==> src/rtl/core/bpwc_pkg.sv <==
// Shared types, widths and constants of the balance PID wheel command block.
package bpwc_pkg;

   localparam int ERR_W       = 16;   // Q4.12 error and angles
   localparam int POS_W       = 32;   // Q16.16 positions and commands
   localparam int GAIN_W      = 16;   // unsigned Q8.8 gains
   localparam int SUM_W       = 32;   // error integral
   localparam int DIFF_W      = ERR_W + 1;
   localparam int MUL_A_W     = SUM_W + 1;
   localparam int MUL_B_W     = GAIN_W + 1;
   localparam int PROD_W      = MUL_A_W + MUL_B_W;
   localparam int ACC_W       = PROD_W;
   localparam int FRAC_DROP   = 4;    // Q12.20 to Q16.16
   localparam int FB_W        = ACC_W - FRAC_DROP;
   localparam int CMD_SUM_W   = FB_W + 1;
   localparam int CSR_INDEX_W = 3;
   localparam int CSR_DATA_W  = 16;

   localparam logic [MUL_B_W-1:0] DERIV_RATE = 17'd200;
   localparam logic signed [ACC_W-1:0] ROUND_BIAS = 50'sd8;

   localparam logic [GAIN_W-1:0]       GAIN_P_RESET   = 16'd19200;
   localparam logic [GAIN_W-1:0]       GAIN_I_RESET   = 16'd2560;
   localparam logic [GAIN_W-1:0]       GAIN_D_RESET   = 16'd25600;
   localparam logic signed [ERR_W-1:0] TARGET_RESET   = 16'sd0;
   localparam logic signed [ERR_W-1:0] LEVEL_RESET    = 16'sd205;

   typedef enum logic [CSR_INDEX_W-1:0] {
      REG_GAIN_P = 3'd0,
      REG_GAIN_I = 3'd1,
      REG_GAIN_D = 3'd2,
      REG_TARGET = 3'd3,
      REG_LEVEL  = 3'd4
   } csr_reg_type;

   typedef enum logic [3:0] {
      ST_IDLE,
      ST_ERR,
      ST_MP,
      ST_MI,
      ST_MD1,
      ST_MD2,
      ST_ACC,
      ST_FB,
      ST_CMD
   } state_type;

   typedef struct packed {
      logic signed [ERR_W-1:0] pitch_angle;
      logic signed [POS_W-1:0] left_wheel_pos;
      logic signed [POS_W-1:0] right_wheel_pos;
   } req_payload_type;

   typedef struct packed {
      logic signed [POS_W-1:0] left_wheel_cmd;
      logic signed [POS_W-1:0] right_wheel_cmd;
   } rsp_payload_type;

endpackage

==> src/rtl/core/balance_pid_wheel_command.sv <==
// Balancing PID controller that turns a pitch sample into two wheel position commands.
//
// Usage:
//  - Request channel (req_valid/req_ready/req_payload): one control tick, carrying the
//    measured pitch (Q4.12) and both wheel positions (Q16.16).
//  - Response channel (rsp_valid/rsp_ready/rsp_payload): one pair of saturated wheel
//    commands per request, in request order.
//  - CSR port (csr_wr_en/csr_index/csr_wdata): gains, pitch target and integral reset
//    level; write only while no request is in flight. Unknown indexes are dropped.
// Sequencing:
//  - A request steps through ERR, MP, MI, MD1, MD2, ACC, FB and CMD in order; its
//    response is registered when CMD is left. One 33x17 signed multiplier is shared
//    by the three PID terms and the derivative rate scaling, so the next request is
//    taken only after the sequencer is back in idle, where req_ready is high.
// Reset:
//  - Synchronous, active high. Clears the integral and the previous error, loads
//    the default gains (75.0, 10.0, 100.0), target 0 and reset level 205.
// Stall:
//  - The response sits in an output register. The next request is taken while it
//    waits; that request's result holds in the last step until the register frees.
module balance_pid_wheel_command (
   input  logic                                 clock,
   input  logic                                 reset,
   input  logic                                 req_valid,
   output logic                                 req_ready,
   input  bpwc_pkg::req_payload_type            req_payload,
   output logic                                 rsp_valid,
   input  logic                                 rsp_ready,
   output bpwc_pkg::rsp_payload_type            rsp_payload,
   input  logic                                 csr_wr_en,
   input  logic [bpwc_pkg::CSR_INDEX_W-1:0]     csr_index,
   input  logic [bpwc_pkg::CSR_DATA_W-1:0]      csr_wdata
);

   // configuration registers
   logic [bpwc_pkg::GAIN_W-1:0]        gain_p_ff;
   logic [bpwc_pkg::GAIN_W-1:0]        gain_i_ff;
   logic [bpwc_pkg::GAIN_W-1:0]        gain_d_ff;
   logic signed [bpwc_pkg::ERR_W-1:0]  target_ff;
   logic signed [bpwc_pkg::ERR_W-1:0]  level_ff;

   // sequencer and controller state
   bpwc_pkg::state_type                state_ff, state_in;
   logic signed [bpwc_pkg::SUM_W-1:0]  sum_ff, sum_in;
   logic signed [bpwc_pkg::ERR_W-1:0]  prev_ff, prev_in;

   // working registers of one request
   bpwc_pkg::req_payload_type          req_ff, req_in;
   logic signed [bpwc_pkg::ERR_W-1:0]  err_ff, err_in;
   logic signed [bpwc_pkg::DIFF_W-1:0] diff_ff, diff_in;
   logic signed [bpwc_pkg::PROD_W-1:0] prod_ff, prod_in;
   logic signed [bpwc_pkg::ACC_W-1:0]  acc_ff, acc_in;
   logic signed [bpwc_pkg::FB_W-1:0]   fb_ff, fb_in;

   // output register
   logic                               rsp_valid_ff, rsp_valid_in;
   bpwc_pkg::rsp_payload_type          rsp_ff, rsp_in;

   // shared multiplier operands
   logic signed [bpwc_pkg::MUL_A_W-1:0] mul_a;
   logic signed [bpwc_pkg::MUL_B_W-1:0] mul_b;

   // error step helpers
   logic signed [bpwc_pkg::DIFF_W-1:0]  raw_err;
   logic signed [bpwc_pkg::ERR_W-1:0]   err_sat;
   logic signed [bpwc_pkg::SUM_W:0]     sum_wide;
   logic signed [bpwc_pkg::SUM_W-1:0]   sum_sat;
   logic signed [bpwc_pkg::ACC_W-1:0]   acc_round;
   logic                                load_rsp;

   // Clamp a widened command sum to signed 32 bits.
   function automatic logic signed [bpwc_pkg::POS_W-1:0] sat_cmd(
      input logic signed [bpwc_pkg::CMD_SUM_W-1:0] v
   );
      logic top_same;
      top_same = (&v[bpwc_pkg::CMD_SUM_W-1:bpwc_pkg::POS_W-1]) ||
                 !(|v[bpwc_pkg::CMD_SUM_W-1:bpwc_pkg::POS_W-1]);
      if (top_same) begin
         sat_cmd = v[bpwc_pkg::POS_W-1:0];
      end else if (v[bpwc_pkg::CMD_SUM_W-1]) begin
         sat_cmd = {1'b1, {(bpwc_pkg::POS_W-1){1'b0}}};
      end else begin
         sat_cmd = {1'b0, {(bpwc_pkg::POS_W-1){1'b1}}};
      end
   endfunction

   assign req_ready   = (state_ff == bpwc_pkg::ST_IDLE);
   assign rsp_valid   = rsp_valid_ff;
   assign rsp_payload = rsp_ff;

   // Configuration writes; unknown indexes drop.
   always_ff @(posedge clock) begin
      if (reset) begin
         gain_p_ff <= bpwc_pkg::GAIN_P_RESET;
         gain_i_ff <= bpwc_pkg::GAIN_I_RESET;
         gain_d_ff <= bpwc_pkg::GAIN_D_RESET;
         target_ff <= bpwc_pkg::TARGET_RESET;
         level_ff  <= bpwc_pkg::LEVEL_RESET;
      end else if (csr_wr_en) begin
         unique case (csr_index)
            bpwc_pkg::REG_GAIN_P: gain_p_ff <= csr_wdata;
            bpwc_pkg::REG_GAIN_I: gain_i_ff <= csr_wdata;
            bpwc_pkg::REG_GAIN_D: gain_d_ff <= csr_wdata;
            bpwc_pkg::REG_TARGET: target_ff <= csr_wdata;
            bpwc_pkg::REG_LEVEL:  level_ff  <= csr_wdata;
            default: ;
         endcase
      end
   end

   // Error, saturated to 16 bits, the saturating integral update and the rounding bias.
   always_comb begin
      raw_err = {req_ff.pitch_angle[bpwc_pkg::ERR_W-1], req_ff.pitch_angle} -
                {target_ff[bpwc_pkg::ERR_W-1], target_ff};
      if (raw_err[bpwc_pkg::DIFF_W-1] == raw_err[bpwc_pkg::ERR_W-1]) begin
         err_sat = raw_err[bpwc_pkg::ERR_W-1:0];
      end else if (raw_err[bpwc_pkg::DIFF_W-1]) begin
         err_sat = {1'b1, {(bpwc_pkg::ERR_W-1){1'b0}}};
      end else begin
         err_sat = {1'b0, {(bpwc_pkg::ERR_W-1){1'b1}}};
      end
      sum_wide = {sum_ff[bpwc_pkg::SUM_W-1], sum_ff} +
                 (bpwc_pkg::SUM_W+1)'(err_sat);
      if (sum_wide[bpwc_pkg::SUM_W] == sum_wide[bpwc_pkg::SUM_W-1]) begin
         sum_sat = sum_wide[bpwc_pkg::SUM_W-1:0];
      end else if (sum_wide[bpwc_pkg::SUM_W]) begin
         sum_sat = {1'b1, {(bpwc_pkg::SUM_W-1){1'b0}}};
      end else begin
         sum_sat = {1'b0, {(bpwc_pkg::SUM_W-1){1'b1}}};
      end
      acc_round = acc_ff + bpwc_pkg::ROUND_BIAS;
   end

   // Sequencer: next state, multiplier operand select and register updates.
   always_comb begin
      state_in     = state_ff;
      sum_in       = sum_ff;
      prev_in      = prev_ff;
      req_in       = req_ff;
      err_in       = err_ff;
      diff_in      = diff_ff;
      acc_in       = acc_ff;
      fb_in        = fb_ff;
      rsp_in       = rsp_ff;
      mul_a        = bpwc_pkg::MUL_A_W'(err_ff);
      mul_b        = {1'b0, gain_p_ff};
      load_rsp     = 1'b0;

      unique case (state_ff)
         bpwc_pkg::ST_IDLE: begin
            if (req_valid) begin
               req_in   = req_payload;
               state_in = bpwc_pkg::ST_ERR;
            end
         end
         bpwc_pkg::ST_ERR: begin
            err_in  = err_sat;
            diff_in = bpwc_pkg::DIFF_W'(err_sat) - bpwc_pkg::DIFF_W'(prev_ff);
            prev_in = err_sat;
            // clear the integral once the error reaches the reset level
            sum_in  = (err_sat >= level_ff) ? '0 : sum_sat;
            state_in = bpwc_pkg::ST_MP;
         end
         bpwc_pkg::ST_MP: begin
            // proportional product: kp * err
            state_in = bpwc_pkg::ST_MI;
         end
         bpwc_pkg::ST_MI: begin
            acc_in   = prod_ff;
            mul_a    = bpwc_pkg::MUL_A_W'(sum_ff);
            mul_b    = {1'b0, gain_i_ff};
            state_in = bpwc_pkg::ST_MD1;
         end
         bpwc_pkg::ST_MD1: begin
            acc_in   = acc_ff + prod_ff;
            mul_a    = bpwc_pkg::MUL_A_W'(diff_ff);
            mul_b    = bpwc_pkg::DERIV_RATE;
            state_in = bpwc_pkg::ST_MD2;
         end
         bpwc_pkg::ST_MD2: begin
            // 200 * diff fits well inside the 33-bit operand
            mul_a    = prod_ff[bpwc_pkg::MUL_A_W-1:0];
            mul_b    = {1'b0, gain_d_ff};
            state_in = bpwc_pkg::ST_ACC;
         end
         bpwc_pkg::ST_ACC: begin
            acc_in   = acc_ff + prod_ff;
            state_in = bpwc_pkg::ST_FB;
         end
         bpwc_pkg::ST_FB: begin
            // round half up and drop to Q16.16
            fb_in    = acc_round[bpwc_pkg::ACC_W-1:bpwc_pkg::FRAC_DROP];
            state_in = bpwc_pkg::ST_CMD;
         end
         bpwc_pkg::ST_CMD: begin
            // hold here while the previous response still waits
            if (!rsp_valid_ff || rsp_ready) begin
               load_rsp = 1'b1;
               rsp_in.left_wheel_cmd = sat_cmd(
                  bpwc_pkg::CMD_SUM_W'(req_ff.left_wheel_pos) +
                  bpwc_pkg::CMD_SUM_W'(fb_ff));
               rsp_in.right_wheel_cmd = sat_cmd(
                  bpwc_pkg::CMD_SUM_W'(req_ff.right_wheel_pos) +
                  bpwc_pkg::CMD_SUM_W'(fb_ff));
               state_in = bpwc_pkg::ST_IDLE;
            end
         end
         default: begin
            state_in = bpwc_pkg::ST_IDLE;
         end
      endcase

      rsp_valid_in = load_rsp || (rsp_valid_ff && !rsp_ready);
   end

   // shared multiplier, registered
   assign prod_in = mul_a * mul_b;

   always_ff @(posedge clock) begin
      if (reset) begin
         state_ff     <= bpwc_pkg::ST_IDLE;
         rsp_valid_ff <= 1'b0;
         sum_ff       <= '0;
         prev_ff      <= '0;
      end else begin
         state_ff     <= state_in;
         rsp_valid_ff <= rsp_valid_in;
         sum_ff       <= sum_in;
         prev_ff      <= prev_in;
      end
   end

   always_ff @(posedge clock) begin
      req_ff  <= req_in;
      err_ff  <= err_in;
      diff_ff <= diff_in;
      prod_ff <= prod_in;
      acc_ff  <= acc_in;
      fb_ff   <= fb_in;
      rsp_ff  <= rsp_in;
   end

`ifndef SYNTHESIS
   a_accept_starts: assert property (@(posedge clock) disable iff (reset)
      (req_valid && req_ready) |=> (state_ff == bpwc_pkg::ST_ERR))
      else $error("accepted request did not start the error step");

   a_integral_clear: assert property (@(posedge clock) disable iff (reset)
      (state_ff == bpwc_pkg::ST_ERR && err_sat >= level_ff) |=> (sum_ff == '0))
      else $error("integral not cleared at or above reset level");

   a_prev_error: assert property (@(posedge clock) disable iff (reset)
      (state_ff == bpwc_pkg::ST_ERR) |=> (prev_ff == $past(err_sat)))
      else $error("previous error not updated from this tick");

   a_rsp_source: assert property (@(posedge clock) disable iff (reset)
      $rose(rsp_valid_ff) |-> ($past(state_ff) == bpwc_pkg::ST_CMD))
      else $error("response raised outside the command step");
`endif

endmodule

==> config.mk <==
export PLATFORM = sky130hd
export DESIGN_NAME = balance_pid_wheel_command
export DESIGN_NICKNAME = d
export VERILOG_FILES = /design/src/rtl/core/bpwc_pkg.sv /design/src/rtl/core/balance_pid_wheel_command.sv
export SDC_FILE = /design/constraint.sdc
export NUM_CORES = 2
export LEC_CHECK = 0
export BUFFER_PORTS_ARGS = -buffer_cell sky130_fd_sc_hd__buf_2
export CORE_MARGIN = 2
export CORE_UTILIZATION = 30
export DETAILED_ROUTE_END_ITERATION = 8
export GPL_ROUTABILITY_DRIVEN = 0
export PLACE_DENSITY = 0.56
export SLEW_MARGIN = 20
export SYNTH_ARGS = -nofsm -noshare
export SYNTH_HDL_FRONTEND = slang
export SYNTH_SLANG_ARGS = --single-unit
export TNS_END_PERCENT = 1
==> constraint.sdc <==
create_clock -name clock -period 8.94 [get_ports clock]
set_clock_uncertainty 0.1 [all_clocks]
set_input_delay 0 -clock clock [delete_from_list [all_inputs] [get_ports clock]]
set_output_delay 0 -clock clock [all_outputs]
set_load 0.1 [all_outputs]
# == After elaboration in Yosys (flattened, before gate mapping) ==
# Cells that the tools add are included.
# totals
regBits,456
input_bits,104
out_inout_bits,66
elab_cells,86
# op_classes
addsub,7
multipliers,1
magnitude_cmp,1
n_eq_ne,16
mux,17
n_reduce_logical,25
# ops
cell,count
two-way mux 32 bit,7
case mux 50 bit (2 select lines),1
case mux 33 bit (3 select lines),1
adder 32 x 46 -> 47 bit,2
"adder 50 x 5 -> 50 bit, second input constant",1
adder 50 bit,1
multiplier 33 x 17 -> 50 bit,1
case mux 16 bit (3 select lines),1
case mux 4 bit (9 select lines),1
subtractor 16 x 16 -> 17 bit,2
adder 32 x 16 -> 33 bit,1
two-way mux 16 bit,2
AND reduction 16 bit,2
OR reduction 16 bit,2
"== test 4 x 3 -> 1 bit, second input constant",4
greater-or-equal comparator 16 bit,1
AND reduction 2 bit,8
"== test 4 x 2 -> 1 bit, second input constant",2
two-way mux 4 bit,2
"== test 3 x 2 -> 1 bit, second input constant",2
"== test 4 x 1 -> 1 bit, second input constant",1
"== test 4 bit, second input constant",1
logical NOT 1 bit,4
logical NOT 4 bit,1
other kinds (10),16

# == Longest topological paths before layout ==
# depth
depth_word,7
mapped_depth,35

# == Least setup slack after synthesis ==
# No wires, ideal clock.
# synth_path
kind,flip-flop to flip-flop
start,reg state_ff[1]
end,reg prod_ff[44] (netlist name)
setup_ps,120
arrival_ps,7844
path_slack_ps,875
path_stages_with_launch,33
synth_period_minus_slack_ps,8065
cell_sequence,dfxtp_1 -> clkbuf_1 -> nor2_1 -> nand2_1 -> inv_1 -> nor2_1 -> clkbuf_1 -> nand2_1 -> nand2_1 -> clkbuf_1 -> nand2_1 -> fa_1 -> fa_1 -> fa_1 -> inv_1 -> fa_1 -> fa_1 -> inv_1 -> fa_1 -> inv_1 -> ha_1 -> a21oi_1 -> nor2b_1 -> o21ai_0 -> nand3b_1 -> o31ai_1 -> a21oi_1 -> o41a_1 -> a221o_1 -> nand2_1 -> nand2_1 -> a221o_1 -> xor2_1
# synth_via
elab_chain_len,3
word_cells_on_any_way,6
# synth_lines
element,line,text
start: declaration,balance_pid_wheel_command.sv:43,"bpwc_pkg::state_type state_ff, state_in;"
start signal: assignment,balance_pid_wheel_command.sv:221,state_ff <= bpwc_pkg::ST_IDLE;
start signal: assignment,balance_pid_wheel_command.sv:226,state_ff <= state_in;
== test 4 x 3 -> 1 bit or == test 4 x 2 -> 1 bit (tied branches),balance_pid_wheel_command.sv:149,unique case (state_ff)
case mux 33 bit (3 select lines) or case mux 16 bit (3 select lines) (tied branches),balance_pid_wheel_command.sv:149,
multiplier 33 x 17 -> 50 bit *,balance_pid_wheel_command.sv:217,assign prod_in = mul_a * mul_b;
named net prod_in (one bit),balance_pid_wheel_command.sv:51,"logic signed [bpwc_pkg::PROD_W-1:0] prod_ff, prod_in;"
end signal: assignment,balance_pid_wheel_command.sv:237,prod_ff <= prod_in;
end: declaration,balance_pid_wheel_command.sv:51,
# The timed path passes the listed nets; every way through them passes the cells marked *.
# A chain may end at the register's enable or synchronous reset.

# == Worst setup path after layout ==
# layout_path
start,reg state_ff[0]
end,reg prod_ff[44] (netlist name)
# The elaborated chain is that of the path after synthesis.

==> summary.md <==
| Metric | Value |
|---|---|
| Dpl ws | 0.2182 ns |
| Pin count of the biggest net entering global routing | 77 |
| Crit-path most repeated cell | fa_1 |
| Busiest grt layer | met2 |
| I/O pin count | 170 |
| FILL cells | 15520 |
| ANT cells | 0 |
| Post-route ant nets | 0 |
| # port buffers | 169 |
| Worst-path clk slew | 0.06 ns |
| CTS H-Tree Depth | 2 |
| Crit path time final | 8.627 ns |
| FFs w/ async S/R, synth | 0% |
| Synth Register Bits | 456 |
| Synth unique cells | 90 |
| Drt pass-1 iters | 5 |
| Slowest library cell on the worst path | a221oi_4 |
| Worst-skew pair later-pin latency | 0.66 ns |
| P&R area growth vs syn | 15.60% |
| Status | finished, final reports clean |
| CTS tree | done |
| Max Root-Sink Buffers | 3 |
| Final worst slack | 0.3133 ns |
| RSZ-0062 raised after global routing | true |
| Row cnt | 143 |
| Final Max Tran Viols | 0 |
| Syn nets | 6034 |
| Fmax | 0.1159 GHz |
| Initial antenna violation count | 1 |
| CP Max Fanout | 20 |
| Synthesis warning total | 0 |
| WP data arrival | 9.03 ns |
| Sequential area share after synthesis | 25.80% |
| Clock Sinks | 456 |
| Final hold violation count | 0 |
| DIE WIDTH | 395.5 um |
| Vias in the first global route | 37290 |
| HP Class | input pin to flop |
| Setup Crit Path Kind | flop to flop |
| Layout cells sized above 1 | 8.191% |
| Worst hold stages | 2 |
| DP HPWL | 108.3 mm |
| TritonCTS Buffers | 52 |
| GRT Util Overall | 17.11% |
| Met2 Use GR | 28.72% |
| Slew headroom | 18.59% |
| DR WL/cell | 18.00 um |
| Initial drt markers | 2703 |
| Die ar. | 156400 um^2 |
| Synth Cell Area | 45980 um^2 |
| Final core utilization | 34.95% |
| First-pass GRT wire length | 212.4 mm |
| CTS Root Cell | clkbuf_16 |
| GR Layer Usage met1 | 22.64% |
| Synthesized area per cell | 9.051 um^2 |
| Final period util | 96.50% |
| Routed wire length | 134.6 mm |
| Vias post-DR | 36850 |
| GRT overflow | 0 |
| Startpoint types | flop |
| FF-to-FF path depth | 31 |
| Vias per cell | 4.930 |
| MaxCap Viol Count | 0 |
| Slew @ Worst Pin | 1.190 ns |
| Core ar. | 152100 um^2 |
| Nets | 6356 |
| Worst path max stage delay | 0.57 ns |
| DR DRC count | 0 |
| Final setup fails | 0 |
| Commonest non-fill, non-tap cells in the layout | nand2_1 (761), inv_1 (717), fa_1 (508) |
| Data required time of the critical path | 9.34 ns |
| GRT met3 Usage | 2.126% |
| WHS | 0.04174 ns |
| Cells after Synth | 5080 |
| Initial Utilization | 30.23% |
| Top_reg_cell synth | edfxtp_1 |
| Post-synth EDFFs | 273 |
| Leading cell type in the layout, fill and taps excluded | nand2_1 |
| Die Y | 395.5 um |
| CP endpoint kind | flop |
-- repair_timing --
action,CTS,global route
hold buffers,183,0
gates resized for setup,0,7
endpoints found under the setup margin,0,10
endpoints found under the hold margin,183,0
buffers inserted,0,7
-- synth_stat cells, types with 40 or more instances --
| master | number | area (um^2) |
|---|---|---|
| a21o_1 | 138 | 1036 |
| a21oi_1 | 312 | 1562 |
| a22oi_1 | 40 | 300.3 |
| clkbuf_1 | 165 | 619.3 |
| dfxtp_1 | 183 | 3664 |
| edfxtp_1 | 273 | 8198 |
| fa_1 | 509 | 10190 |
| ha_1 | 341 | 4267 |
| inv_1 | 718 | 2695 |
| nand2_1 | 764 | 2868 |
| nand2b_1 | 42 | 262.8 |
| nand3_1 | 61 | 305.3 |
| nand4_1 | 50 | 312.8 |
| nor2_1 | 383 | 1438 |
| o211ai_1 | 44 | 330.3 |
| o21ai_0 | 182 | 910.9 |
| xnor2_1 | 166 | 1454 |
| xor2_1 | 106 | 928.4 |
-- final timing paths --
check / start / end / slack (ns)
worst max-delay path: state_ff[0] / prod_ff[44] / 0.31
worst min-delay path: req_payload[48] / req_ff[48] / 0.04
worst max register to register: state_ff[0] / prod_ff[44] / 0.31
worst min register to register: level_ff[13] / level_ff[13] / 0.36
-- worst max-delay path, delay by kind of cell (launching register included) --
kind / cells / cell delay, ns
adder cells (fa/ha/maj): 7 / 3.27
AO/OA/AOI/OAI: 6 / 2.41
AND/OR/NAND/NOR: 10 / 1.30
buffers and inverters: 7 / 0.83
flip-flops: 1 / 0.41
XOR/XNOR: 1 / 0.14
-- state kept, by name (all words and copies together), names as in the netlist, 17 cells and up --
name / flops
prod_ff: 50
sum_ff: 32
req_ff: 80
acc_ff: 50
rsp_payload: 64
diff_ff: 17
fb_ff: 46
-- kinds of logic after synthesis --
logic type | Yosys count | synth area share (%)
compound gates | 1022 | 14.56
xor+xnor | 273 | 5.216
fa+ha+maj | 860 | 31.66
buf+inv | 908 | 7.526
flops | 456 | 25.80
mux | 36 | 0.7891
simple gates | 1525 | 14.45
-- per-stage QoR --
| step | cell area, um^2 | cells | setup TNS, ns |
|---|---|---|---|
| finish | 53150 | 7475 | 0 |
| floorplan | 45980 | 5080 | 0 |
| global placement | 49520 | 7188 | 0 |
| CTS | 53080 | 7468 | 0 |
| global route | 53150 | 7475 | -0.1182 |
| detailed placement | 49520 | 7188 | 0 |
-- cell type report --
class | count | area, um^2 | area share, %
inverters | 718 | 2695 | 5.070
repair buffers | 458 | 3523 | 6.629
multi-input cells | 3716 | 30810 | 57.96
clock buffers | 70 | 1421 | 2.674
flip-flops and latches | 456 | 11860 | 22.32
well taps | 2030 | 2540 | 4.779
clock inverters | 27 | 306.5 | 0.5767
-- layer usage --
metal / routed length [um] / up-vias / share of wire, %
li1: - / 17520 / -
met5: 0 / - / 0
met4: 5061 / 0 / 3.8
met2: 62110 / 1124 / 46
met3: 8035 / 217 / 6.0
met1: 59360 / 17980 / 44
Power is not shown: default switching activity piles up to over one toggle a cycle in this logic, so the estimate is an artifact.
